`config.mk`:
```
export PLATFORM = sky130hd
export DESIGN_NAME = fe2eq_sqrt
export DESIGN_NICKNAME = d
export VERILOG_FILES = /design/src/rtl/fe2eq_pkg.sv /design/src/rtl/fe2eq_sqrt.sv
export SDC_FILE = /design/constraint.sdc
export NUM_CORES = 2
export LEC_CHECK = 0
export BUFFER_PORTS_ARGS = -buffer_cell sky130_fd_sc_hd__buf_4
export CAP_MARGIN = 20
export CORE_UTILIZATION = 40
export DETAILED_ROUTE_END_ITERATION = 8
export SETUP_SLACK_MARGIN = 0.1
export SYNTH_ARGS = -nofsm -noshare
export SYNTH_HDL_FRONTEND = slang
export SYNTH_SLANG_ARGS = --single-unit
```
`constraint.sdc`:
```
create_clock -name clk -period 3.15 [get_ports clk]
set_input_delay 0.4725 -clock clk [delete_from_list [all_inputs] [get_ports clk]]
set_output_delay 0.4725 -clock clk [all_outputs]
set_load 0.01 [all_outputs]
```
`src/rtl/fe2eq_pkg.sv`:
```
// ============================================================================
// fe2eq_pkg
// Shared constants, types and tables for the fisheye-to-equirectangular
// remap coordinate generator.
// ============================================================================
package fe2eq_pkg;

    // Field widths
    localparam int COORD_BITS    = 13;
    localparam int FRAC_BITS     = 4;
    localparam int OUT_BITS      = 18;
    localparam int S_TDATA_BITS  = 32;
    localparam int M_TDATA_BITS  = 40;
    localparam int CFG_IDX_BITS  = 3;
    localparam int CFG_DATA_BITS = 14;

    // Register indexes on the configuration port
    typedef enum logic [CFG_IDX_BITS-1:0] {
        REG_MAP_COLUMNS = 3'd0,
        REG_MAP_ROWS    = 3'd1,
        REG_SPAN_WIDTH  = 3'd2,
        REG_SPAN_HEIGHT = 3'd3,
        REG_CROP_MARGIN = 3'd4
    } cfg_reg_t;

    // Pipeline depths
    localparam int CORDIC_STEPS = 30;
    localparam int DIV_STEPS    = 32;
    localparam int SQRT_STEPS   = 32;
    localparam int RECIP_STEPS  = 3;
    localparam int LATENCY      = 166;

    // Q30 constants
    localparam logic [31:0] PI_Q30       = 32'd3373259426;
    localparam logic [31:0] HALF_PI_Q30  = 32'd1686629713;
    localparam logic [31:0] KINV_Q30     = 32'd652032874;
    localparam logic [31:0] ONE_HALF_Q30 = 32'd536870912;

    // floor(2^62 / PI_Q30): reciprocal of pi for the radius normalisation
    localparam logic [30:0] INV_PI_Q62   = 31'd1367130551;

    // atan(2^-i) in Q30 radians
    localparam logic [31:0] ATAN_TAB [CORDIC_STEPS] = '{
        32'd843314857, 32'd497837829, 32'd263043837, 32'd133525159, 32'd67021687,
        32'd33543516,  32'd16775851,  32'd8388437,   32'd4194283,   32'd2097149,
        32'd1048576,   32'd524288,    32'd262144,    32'd131072,    32'd65536,
        32'd32768,     32'd16384,     32'd8192,      32'd4096,      32'd2048,
        32'd1024,      32'd512,       32'd256,       32'd128,       32'd64,
        32'd32,        32'd16,        32'd8,         32'd4,         32'd2
    };

    // Direction components carried alongside the square root
    typedef struct packed {
        logic signed [33:0] sx;
        logic signed [33:0] sy;
        logic signed [33:0] sz;
    } dir_t;

    // Direction and radius carried alongside the arc tangent
    typedef struct packed {
        logic signed [33:0] sx;
        logic signed [33:0] sz;
        logic [31:0]        rho;
    } dir_rho_t;

    // Sign flags carried alongside the quotients
    typedef struct packed {
        logic neg_c;
        logic neg_s;
        logic rho_zero;
    } sign_t;

endpackage

```
`src/rtl/fe2eq_sqrt.sv`:
```
// ============================================================================
// fe2eq_sqrt
// Pipelined floor integer square root of a 64-bit value, one result bit
// per stage.
// ============================================================================
module fe2eq_sqrt (
    input  logic        clk,
    input  logic        en,
    input  logic [63:0] radicand,
    output logic [31:0] root
);
    import fe2eq_pkg::*;

    logic [63:0] v_reg   [SQRT_STEPS];
    logic [63:0] res_reg [SQRT_STEPS];

    logic [63:0] v_src   [SQRT_STEPS];
    logic [63:0] res_src [SQRT_STEPS];
    logic [63:0] v_next   [SQRT_STEPS];
    logic [63:0] res_next [SQRT_STEPS];

    always_comb
    begin
        v_src[0]   = radicand;
        res_src[0] = '0;
        for (int i = 1; i < SQRT_STEPS; i++)
        begin
            v_src[i]   = v_reg[i-1];
            res_src[i] = res_reg[i-1];
        end
    end

    // Digit-by-digit step, trial bit moving down two places per stage
    always_comb
    begin
        logic [63:0] bitv;
        logic [63:0] trial;
        for (int i = 0; i < SQRT_STEPS; i++)
        begin
            bitv  = 64'd1 << (62 - 2 * i);
            trial = res_src[i] + bitv;
            if (v_src[i] >= trial)
            begin
                v_next[i]   = v_src[i] - trial;
                res_next[i] = (res_src[i] >> 1) + bitv;
            end
            else
            begin
                v_next[i]   = v_src[i];
                res_next[i] = res_src[i] >> 1;
            end
        end
    end

    always_ff @(posedge clk)
    begin
        if (en)
        begin
            v_reg   <= v_next;
            res_reg <= res_next;
        end
    end

    assign root = res_reg[SQRT_STEPS-1][31:0];

endmodule

```
==> results.tsv <==
stage	metric	value	unit
run_status	status	finished, violations left	
run_status	failing checks	setup timing	
pwr	Power Dens Cells	687.3	nW/um^2
yosys	largest area contributor in the netlist	edfxtp_1	
yosys	Synth Flop Type	edfxtp_1	
die	height of the die	552.9	um
drt	Residual DRC	0	
global_route	first-pass GRT wire length	534600	um
drt	drt first pass iters	6	
sta	Final min period	3.673	ns
place	RePlAce Congestion	0.9733	
finish	layout cells sized above 1	0.3318	
yosys	Mean Syn Cell Area	12.47	sq um
sta	Final Cycle Share	1.166	
die	# IOs	98	
die	die area	305700	sq um
yosys	top-count cell post-synth	edfxtp_1	
die	die width	552.9	um
clock_network	CTS sink cnt	2512	
finish	Area Overhead vs Synth	35.49	%
yosys	EDFF count, synth	2512	
yosys	Seq/Total Area, Yosys	0.6214	
pwr	leakage power	64.44	nW
finish	nets	12830	
drt	initial drt markers	6057	
drt	final wirelength	364100	um
drt	post-detailed-route count of antenna-violating nets	0	
global_route	GR Overflow Total	0	
die	Core ar.	300800	sq um
critical_path	Worst setup EP type	flop	
place	Port Buffer Count	97	
place	Place WS	-0.9029	ns
clock_network	CTS Root Buffer Type	clkbuf_16	
yosys	top cells by count, synth	edfxtp_1 (2512), nor2_1 (711), inv_1 (698)	
yosys	YS warnings	0	
clock_network	clock latency on the worst-skew pair	0.91	ns
clock_network	clk slew on worst S/H paths	0.06	ns
clock_network	CTS tree	yes	
yosys	mapped cell area	121400	sq um
yosys	syn nets	10360	
flow_run	max-cap viol count	0	
yosys	FFs w/ async S/R, synth	0	
sta	worst rel slew slack	0.3990	
global_route	gr usage total	0.2280	
drt	Vias	88010	
global_route	via count of the first global-routing pass	89580	
sta	Tightest Pin Transition	0.8933	ns
pwr	Peak supply drop	0.4955	mV
clock_network	CTS H-tree depth	5	
place	DP HPWL	272000	um
die	Placement Rows	201	
critical_path	data required time of the worst path	3.75	ns
critical_path	startpoint class of the critical path	flop	
finish	fillers	24600	
sta	setup ws final	-0.5232	ns
sta	final max-slew violation count	0	
critical_path	reg-to-reg setup timing slack	-0.52	ns
critical_path	WS Path Type	reg -> reg	
sta	final hold violation count	0	
drt	Via-to-Cell Ratio	5.344	
drt	routed len/inst	22.11	um
yosys	Synth area leaders	edfxtp_1 (62%), ha_1 (5.8%), xnor2_1 (3.6%), xor2_1 (2.9%), a21oi_1 (2.7%)	
yosys	post-synth top area share	0.6214	
critical_path	WP data arrival	4.27	ns
critical_path	crit-path max FO	5	
sta	Fmax	272.2	MHz
sta	RSZ-0062 raised after global routing	yes	
die	Starting Density	0.4036	
yosys	synth unique cells	101	
sta	Fin Hold WS	0.2835	ns
finish	max reg flops	1984	
clock_network	cts bufs inserted	281	
global_route	largest net degree at the start of global routing	144	
sta	Fin Clk Skew	0.08090	ns
yosys	Synth Register Bits	2512	
clock_network	maximum buffer depth of the clock tree	4	
sta	setup violators final	351	
min_path	Hold WC Path Type	in -> reg	
yosys	Synth Instances	9733	
global_route	initial antenna violation count	21	
==> final cells by class <==
class	instances	area, sq um	area share
flip-flops and latches	2512	75430	0.4586
multi-input cells	6316	51170	0.3111
repair buffers	2392	20820	0.1266
clock buffers	317	7295	0.04435
well taps	3958	4952	0.03011
inverters	704	2663	0.01619
clock inverters	190	1961	0.01192
diodes	79	197.7	0.001202
==> per-stage QoR <==
step	utilization	instances	total power, mW	TNS [ns]	instance area [sq um]
floorplan	-	9733	61.03	-4.752	122200
global placement	0.4691	15410	75.11	-212.77	141100
detailed placement	0.4691	15410	75.39	-223.59	141100
CTS	0.5262	16210	111.0	-53.40	158300
global route	0.5468	16460	117.7	-89.48	164500
finish	0.5469	16470	113.1	-51.62	164500
==> worst paths after layout <==
path         depth (start not counted)          from          end
max                                 13    v_reg[274]   v_reg[246]
min                                  2  radicand[45]  v_reg[2029]
max reg2reg                         13    v_reg[274]   v_reg[246]
min reg2reg                          0    v_reg[983]   v_reg[919]
==> timing repair <==
item                                     CTS  global route
gates resized for setup                 1107           974
hold endpoints to repair                  70             0
setup buffers                            213           197
endpoints found under the setup margin   845           816
cloned                                    34             9
hold buffers                              65             0
pin swaps                                368           405
==> power breakdown <==
part	internal (mW)	leakage, nW	total [mW]	switching [mW]
Clock	19.3	4.48	32.9	13.7
Combinational	16.0	35.8	33.7	17.7
Sequential	42.5	24.2	46.4	3.90
==> cells by family (layout without fill, tap and decap cells) <==
group	count (synthesis)	in the layout	share of synthesized area
adders and majority gates	558	558	0.05751
and+or+nand+nor	2920	2920	0.1244
buffers and inverters	905	3603	0.02874
xor gates and xnor gates	890	890	0.06421
DFF	2512	2512	0.6214
other	0	79	0
muxes	89	89	0.008492
AOI/OAI and AO/OA	1859	1859	0.09530
==> worst max-delay path, cell delays in order (launching register included) <==
cell and delay, ns:
edfxtp_1 0.42, ha_4 0.29, or4b_1 0.43, or4_4 0.44, nor3_4 0.28, buf_4 0.15, or3b_4 0.36, o211ai_2 0.15
buf_4 0.14, nor3_4 0.06, inv_2 0.15, o211ai_4 0.12, nor4_2 0.31, xor2_1 0.11
==> cell usage in the layout, fill, tap and decap left out, types with 58 or more instances in the layout <==
cell type and n:
a21oi_1 503, o21a_1 84, nand4_1 166, xnor2_1 451, ha_1 460, diode_2 79
inv_1 669, nand2_1 464, nand2_4 59, o21bai_1 59, buf_12 81, edfxtp_1 2512
nor2b_1 59, a21oi_2 134, nor3_1 185, nor4_1 262, a21o_1 211, ha_4 91
clkinv_1 58, nand2b_1 103, buf_4 1975, o21ai_2 85, nor2_4 117, buf_6 205
nand3_1 129, o21ai_0 272, clkbuf_16 295, or3_1 70, dlygate4sd3_1 65, xor2_1 385
nor2_1 538
==> per-layer routing <==
| metal | routed length, um | global-route usage | part of all wire | vias to the layer above |
|---|---|---|---|---|
| li1 | - | - | - | 41600 |
| met1 | 127800 | 0.2313 | 0.35 | 43310 |
| met2 | 196600 | 0.4372 | 0.54 | 2172 |
| met3 | 12500 | 0.02652 | 0.034 | 919 |
| met4 | 27180 | 0.1489 | 0.075 | 4 |
| met5 | 29 | 0 | 0.000080 | - |
(Power assumes the default switching activity.)
