$ cat src/rtl/fe2eq_pkg.sv
// ============================================================================
// fe2eq_pkg
// Shared constants, types and tables for the fisheye-to-equirectangular
// remap coordinate generator.
// ============================================================================
package fe2eq_pkg;

    // Field widths
    localparam int COORD_BITS    = 13;
    localparam int FRAC_BITS     = 4;
    localparam int OUT_BITS      = 18;
    localparam int S_TDATA_BITS  = 32;
    localparam int M_TDATA_BITS  = 40;
    localparam int CFG_IDX_BITS  = 3;
    localparam int CFG_DATA_BITS = 14;

    // Register indexes on the configuration port
    typedef enum logic [CFG_IDX_BITS-1:0] {
        REG_MAP_COLUMNS = 3'd0,
        REG_MAP_ROWS    = 3'd1,
        REG_SPAN_WIDTH  = 3'd2,
        REG_SPAN_HEIGHT = 3'd3,
        REG_CROP_MARGIN = 3'd4
    } cfg_reg_t;

    // Pipeline depths
    localparam int CORDIC_STEPS = 30;
    localparam int DIV_STEPS    = 32;
    localparam int SQRT_STEPS   = 32;
    localparam int RECIP_STEPS  = 3;
    localparam int LATENCY      = 166;

    // Q30 constants
    localparam logic [31:0] PI_Q30       = 32'd3373259426;
    localparam logic [31:0] HALF_PI_Q30  = 32'd1686629713;
    localparam logic [31:0] KINV_Q30     = 32'd652032874;
    localparam logic [31:0] ONE_HALF_Q30 = 32'd536870912;

    // floor(2^62 / PI_Q30): reciprocal of pi for the radius normalisation
    localparam logic [30:0] INV_PI_Q62   = 31'd1367130551;

    // atan(2^-i) in Q30 radians
    localparam logic [31:0] ATAN_TAB [CORDIC_STEPS] = '{
        32'd843314857, 32'd497837829, 32'd263043837, 32'd133525159, 32'd67021687,
        32'd33543516,  32'd16775851,  32'd8388437,   32'd4194283,   32'd2097149,
        32'd1048576,   32'd524288,    32'd262144,    32'd131072,    32'd65536,
        32'd32768,     32'd16384,     32'd8192,      32'd4096,      32'd2048,
        32'd1024,      32'd512,       32'd256,       32'd128,       32'd64,
        32'd32,        32'd16,        32'd8,         32'd4,         32'd2
    };

    // Direction components carried alongside the square root
    typedef struct packed {
        logic signed [33:0] sx;
        logic signed [33:0] sy;
        logic signed [33:0] sz;
    } dir_t;

    // Direction and radius carried alongside the arc tangent
    typedef struct packed {
        logic signed [33:0] sx;
        logic signed [33:0] sz;
        logic [31:0]        rho;
    } dir_rho_t;

    // Sign flags carried alongside the quotients
    typedef struct packed {
        logic neg_c;
        logic neg_s;
        logic rho_zero;
    } sign_t;

endpackage

$ cat src/rtl/fe2eq_div.sv
// ============================================================================
// fe2eq_div
// Pipelined restoring divider: 64-bit dividend over 32-bit divisor, one
// quotient bit per stage. The quotient must fit in 32 bits.
// ============================================================================
module fe2eq_div (
    input  logic        clk,
    input  logic        en,
    input  logic [63:0] num,
    input  logic [31:0] den,
    output logic [31:0] quo
);
    import fe2eq_pkg::*;

    logic [31:0] rem_reg [DIV_STEPS];
    logic [31:0] low_reg [DIV_STEPS];
    logic [31:0] den_reg [DIV_STEPS];
    logic [31:0] quo_reg [DIV_STEPS];

    logic [31:0] rem_src [DIV_STEPS];
    logic [31:0] low_src [DIV_STEPS];
    logic [31:0] den_src [DIV_STEPS];
    logic [31:0] quo_src [DIV_STEPS];

    logic [31:0] rem_next [DIV_STEPS];
    logic [31:0] low_next [DIV_STEPS];
    logic [31:0] quo_next [DIV_STEPS];

    // Stage inputs: first stage from the ports, the rest from the stage before
    always_comb
    begin
        rem_src[0] = num[63:32];
        low_src[0] = num[31:0];
        den_src[0] = den;
        quo_src[0] = '0;
        for (int i = 1; i < DIV_STEPS; i++)
        begin
            rem_src[i] = rem_reg[i-1];
            low_src[i] = low_reg[i-1];
            den_src[i] = den_reg[i-1];
            quo_src[i] = quo_reg[i-1];
        end
    end

    // One trial subtraction per stage
    always_comb
    begin
        logic [32:0] trial;
        logic        ge;
        for (int i = 0; i < DIV_STEPS; i++)
        begin
            trial = {rem_src[i], low_src[i][31]};
            ge    = (trial >= {1'b0, den_src[i]});
            if (ge)
                rem_next[i] = 32'(trial - {1'b0, den_src[i]});
            else
                rem_next[i] = trial[31:0];
            low_next[i] = {low_src[i][30:0], 1'b0};
            quo_next[i] = {quo_src[i][30:0], ge};
        end
    end

    always_ff @(posedge clk)
    begin
        if (en)
        begin
            rem_reg <= rem_next;
            low_reg <= low_next;
            den_reg <= den_src;
            quo_reg <= quo_next;
        end
    end

    assign quo = quo_reg[DIV_STEPS-1];

endmodule

$ cat config.mk
export PLATFORM = sky130hd
export DESIGN_NAME = fe2eq_div
export DESIGN_NICKNAME = d
export VERILOG_FILES = /design/src/rtl/fe2eq_pkg.sv /design/src/rtl/fe2eq_div.sv
export SDC_FILE = /design/constraint.sdc
export NUM_CORES = 2
export LEC_CHECK = 0
export ABC_CLOCK_PERIOD_IN_PS = 9650
export BUFFER_PORTS_ARGS = -buffer_cell sky130_fd_sc_hd__buf_2
export CORE_ASPECT_RATIO = 0.5
export CORE_MARGIN = 1.5
export CORE_UTILIZATION = 30
export CTS_CLUSTER_DIAMETER = 120
export DETAILED_ROUTE_END_ITERATION = 8
export GPL_TIMING_DRIVEN = 0
export SYNTH_ARGS = -nofsm -noshare
export SYNTH_HDL_FRONTEND = slang
export SYNTH_SLANG_ARGS = --single-unit
$ cat constraint.sdc
create_clock -name clk -period 9.65 [get_ports clk]
set_input_delay 1.93 -clock clk [delete_from_list [all_inputs] [get_ports clk]]
set_output_delay 1.93 -clock clk [all_outputs]
set_load 0.05 [all_outputs]
==> metrics.log <==
INFO  metric grt_start_max_net_pins = 184
INFO  metric post_cts.resized_instances = 0
INFO  metric share_seq_of_total_power = around a third
INFO  metric clock_latency = 0.91 ns
INFO  metric final_period_minus_worst_setup_slack = 8.37 ns
INFO  metric rrSetupSlack = 3.98 ns
INFO  metric failing_checks = capacitance limit, slew limit
INFO  metric rows = 186
INFO  metric clk_transition_reported_paths = about 0.060 ns
INFO  metric floorplan.initialDensity = 30.2%
INFO  metric power.ir.vdd_worst = 163 uV
INFO  metric layout_setup_ws = 1.28 ns
INFO  metric dp_worst_setup_slack = between 0.05 and 0.06 ns
INFO  metric setup_viol = 0
INFO  metric final.fill_count = roughly 50k
INFO  metric first_pass_grt_wire_length = 553000 microns
INFO  metric clock-sinks = 3008
INFO  metric setup-tns-final = 0 ns
INFO  metric power-per-cell-area = 336 mW/mm^2
INFO  metric dp_hpwl = approximately 270000 microns
INFO  metric synth-async-reset-ratio = 0%
INFO  metric dp.cells = 19.7k
INFO  metric die-width = 1020 microns
INFO  metric hold_vio_cnt_final = 0
INFO  metric final.setup_skew = 0.0423 ns
INFO  metric core-area = 0.515 sq mm
INFO  metric globalRoute.totalOverflow = 0
INFO  metric clk_path_buf_depth = 4
INFO  metric route.final.wire_length = 359000 microns
INFO  metric comb_power_share = 44.1%
INFO  metric max_freq = between 100 and 150 MHz
INFO  metric critPathRequiredTime = 10.20 ns
INFO  metric min_to = low_next[757]
INFO  metric yosys_warnings = 0
INFO  metric synth_seq_cells = 3008
INFO  metric area_growth_syn_to_layout = 12.9%
INFO  metric crit_arrival = 8.92 ns
INFO  metric synthesized_instance_count = about 13k
INFO  metric routedWlPerCell = around 18 microns
INFO  metric htree_levels = 5
INFO  metric height_of_the_chip = 512 microns
INFO  metric finish.instance_area = 0.175 sq mm
INFO  metric die_area = roughly 0.52 sq mm
INFO  metric count_of_vias_placed_by_the_detailed_router = 96.7k
INFO  metric min_period_over_period = between 80% and 90%
INFO  metric ys_dominant_reg_cell = sky130_fd_sc_hd__edfxtp_1
INFO  metric r2r-end = rem_reg[402]
INFO  metric synth_top_cell_area_share = 58.2%
INFO  metric int_pwr = ~37 mW
INFO  metric max_slew_margin = -3.15%
INFO  metric worst_r2r_startpoint = den_reg[417]
INFO  metric cts_tree = done
INFO  metric hold_buffers = 0
INFO  metric detailed_place.area = between 0.15 and 0.2 sq mm
INFO  metric gp_congestion = 0.938
INFO  metric holdCritStartpoint = low_next[788]
INFO  metric run_status = finished, violations left
INFO  metric timing_max_transition_violations_final = 4
INFO  metric final_net_count = 14.3k
INFO  metric drive_above_1_share = a little under a tenth
INFO  metric hold_path.class = flop to flop
INFO  metric whs = 0.392 ns
INFO  metric synth_edf_count = 3008
INFO  metric antenna_found_initial = 0
INFO  metric final-instance-count-excl-fill = 20.2k
INFO  metric first_iter_violations = around 5.3k
INFO  metric ant_nets = 0
INFO  metric grt_setup_unrepaired = no
INFO  metric yosysTopAreaCell = sky130_fd_sc_hd__edfxtp_1
INFO  metric via_density = 4.78
INFO  metric clockPowerShare = 20.9%
INFO  metric number_of_buffers_created_by_cts = 313
INFO  metric gr-usage-all-layers = 13.2%
INFO  metric power.switching_fraction = between 30% and 40%
INFO  metric endpoint_class_of_the_critical_path = flop
INFO  metric cellLeakagePower = 68.7 nW
INFO  metric totalPowerFinal = 58.9 mW
INFO  metric first_pass_iters = 6
INFO  metric ff2ff_path_depth = 13
INFO  metric worst_setup_path_start_kind = input port
INFO  metric buffer_ports.inserted = 129
INFO  metric top_cells_by_area_in_the_synthesized_netlist = sky130_fd_sc_hd__edfxtp_1, sky130_fd_sc_hd__ha_1, sky130_fd_sc_hd__a21oi_1, sky130_fd_sc_hd__mux2_2, sky130_fd_sc_hd__inv_1
INFO  metric net_load_switching_power = ~22 mW
INFO  metric post-cts-setup-buffer-count = 0
INFO  metric timing.setup.critical_path_class = input port to flop
INFO  metric worstMarginPinSlew = 1.51 ns
INFO  metric synth_seq_area_share = 58.2%
INFO  metric synthesis.area = 0.155 sq mm
INFO  metric crit_path_max_fanout = 183
INFO  metric core_utilization_of_the_finished_layout = approximately 34%
INFO  metric yosysUniqueCellTypes = 103
INFO  metric syn_area_per_cell = 12.3 sq um
INFO  metric drc_errors_left = 0
INFO  metric clk_root_buffer_cell = sky130_fd_sc_hd__clkbuf_16
INFO  metric ios = between 100 and 150
INFO  metric syn_nets = 13.8k
INFO  metric timing.hold.worst_path_depth = 0
INFO  metric cap_viol_max_count = 2
INFO  metric vias_in_the_first_global_route = 99.1k
worst max-delay path, stage by stage:
cell and delay [ns]:
sky130_fd_sc_hd__buf_12 0.28, sky130_fd_sc_hd__buf_16 0.52, sky130_fd_sc_hd__buf_16 0.43, sky130_fd_sc_hd__buf_16 0.50, sky130_fd_sc_hd__buf_16 0.41, sky130_fd_sc_hd__buf_16 0.47
sky130_fd_sc_hd__buf_16 0.48, sky130_fd_sc_hd__buf_16 0.57, sky130_fd_sc_hd__buf_16 0.63, sky130_fd_sc_hd__buf_16 0.54, sky130_fd_sc_hd__buf_16 0.65
how the worst max path moves through the flow:
stage	from	endpoint	slack, ns	cells past startpoint
2_1_floorplan	den[23]	rem_reg[1000]	4.85	13
3_3_place_gp	en	den_reg[1008]	-43.69	1
3_5_place_dp	en	rem_reg[1008]	0.05	11
4_1_cts	en	rem_reg[1020]	1.07	11
5_1_grt	en	den_reg[1013]	0.53	11
6_report	en	rem_reg[1023]	1.28	11
layout by cell type (no fill, tap or decap), types with 39 or more instances in the layout:
master / netlist / layout
sky130_fd_sc_hd__mux2_1: 56 / 56
sky130_fd_sc_hd__nor2_1: 647 / 647
sky130_fd_sc_hd__ha_1: 1024 / 1024
sky130_fd_sc_hd__and2_1: 47 / 47
sky130_fd_sc_hd__edfxtp_1: 3008 / 3008
sky130_fd_sc_hd__or3_1: 46 / 46
sky130_fd_sc_hd__o31ai_1: 51 / 51
sky130_fd_sc_hd__nor3_1: 124 / 124
sky130_fd_sc_hd__a31oi_1: 109 / 109
sky130_fd_sc_hd__o211ai_1: 51 / 51
sky130_fd_sc_hd__nand4_1: 154 / 154
sky130_fd_sc_hd__and3_1: 96 / 96
sky130_fd_sc_hd__o31a_1: 49 / 49
sky130_fd_sc_hd__nor2b_1: 131 / 131
sky130_fd_sc_hd__nand3_1: 193 / 193
sky130_fd_sc_hd__o21ai_0: 679 / 679
sky130_fd_sc_hd__o21bai_1: 128 / 128
sky130_fd_sc_hd__xnor2_1: 520 / 520
sky130_fd_sc_hd__xor2_1: 324 / 324
sky130_fd_sc_hd__a21oi_1: 1036 / 1036
sky130_fd_sc_hd__clkbuf_16: 0 / 317
sky130_fd_sc_hd__nand2_1: 743 / 743
sky130_fd_sc_hd__a211oi_1: 65 / 65
sky130_fd_sc_hd__buf_2: 60 / 188
sky130_fd_sc_hd__mux2i_1: 47 / 47
sky130_fd_sc_hd__mux2_2: 435 / 435
sky130_fd_sc_hd__clkinv_1: 0 / 62
sky130_fd_sc_hd__inv_1: 1250 / 1250
sky130_fd_sc_hd__clkbuf_1: 202 / 251
sky130_fd_sc_hd__nand2b_1: 111 / 111
sky130_fd_sc_hd__clkinv_2: 0 / 60
sky130_fd_sc_hd__a211o_1: 39 / 39
sky130_fd_sc_hd__o21a_1: 144 / 144
sky130_fd_sc_hd__a21o_1: 491 / 491
cell families (layout without fill, tap and decap cells):
| family | Yosys count | after routing | share of synthesized area, % |
|---|---|---|---|
| AND/OR/NAND/NOR | 2447 | 2447 | 7.48 |
| multiplexers | 565 | 565 | 4.12 |
| XOR/XNOR | 844 | 844 | 4.76 |
| flip-flops | 3008 | 3008 | 58.2 |
| AO/OA/AOI/OAI | 3181 | 3181 | 12.9 |
| buffers and inverters | 1544 | 2264 | 3.89 |
| adder cells (fa/ha/maj) | 1055 | 1055 | 8.65 |
| other | 0 | 1 | 0 |
area by class of cell:
cell class                      count  area [sq um]  area share, %
Tap cell                         6862          8590           4.90
Clock inverter                    205          2150           1.23
Inverter                         1251          4700           2.68
Timing Repair Buffer              149          1190          0.679
Sequential cell                  3008         90300           51.5
Multi-Input combinational cell   8092         58900           33.6
Buffer                            293          1340          0.766
Antenna cell                        1          2.50        0.00143
Clock buffer                      366          8120           4.63
cells in the mapped netlist (27+ instances only):
cell type	instances
sky130_fd_sc_hd__o211ai_1	51
sky130_fd_sc_hd__buf_2	60
sky130_fd_sc_hd__a211oi_1	65
sky130_fd_sc_hd__mux2_1	56
sky130_fd_sc_hd__o31a_1	49
sky130_fd_sc_hd__o21bai_1	128
sky130_fd_sc_hd__nor2b_1	131
sky130_fd_sc_hd__a21oi_1	1036
sky130_fd_sc_hd__o21ai_0	679
sky130_fd_sc_hd__inv_1	1250
sky130_fd_sc_hd__o21a_1	144
sky130_fd_sc_hd__fa_1	31
sky130_fd_sc_hd__nand4_1	154
sky130_fd_sc_hd__clkbuf_1	202
sky130_fd_sc_hd__or3_1	46
sky130_fd_sc_hd__mux2i_1	47
sky130_fd_sc_hd__a21o_1	491
sky130_fd_sc_hd__xor2_1	324
sky130_fd_sc_hd__nor4_1	37
sky130_fd_sc_hd__and2_1	47
sky130_fd_sc_hd__a211o_1	39
sky130_fd_sc_hd__edfxtp_1	3008
sky130_fd_sc_hd__mux2_4	27
sky130_fd_sc_hd__ha_1	1024
sky130_fd_sc_hd__nand2_1	743
sky130_fd_sc_hd__a21boi_0	35
sky130_fd_sc_hd__o31ai_1	51
sky130_fd_sc_hd__xnor2_1	520
sky130_fd_sc_hd__nor3_1	124
sky130_fd_sc_hd__a31oi_1	109
sky130_fd_sc_hd__and3_1	96
sky130_fd_sc_hd__nand2b_1	111
sky130_fd_sc_hd__nand3_1	193
sky130_fd_sc_hd__mux2_2	435
sky130_fd_sc_hd__nor2_1	647
per-layer routing:
metal / routed length (microns) / track usage [%] / share of wire [%]
met1: 141000 / 14.3 / 39
met2: 183000 / 24.8 / 51
met3: 11600 / 1.77 / 3.2
met4: 23300 / 7.39 / 6.5
met5: 0 / 0 / 0
power groups by stage:
stage / sequential, mW / clock [mW] / combinational (mW)
3_3_place_gp: 22.1 / 0 / 25.6
6_report: 20.6 / 12.3 / 26.0
5_1_grt: 20.9 / 13.3 / 28.7
4_1_cts: 20.6 / 12.9 / 26.1
2_1_floorplan: 20.0 / 0 / 19.5
3_5_place_dp: 20.9 / 0 / 25.8
No activity file was read; power rests on OpenSTA's default activity.
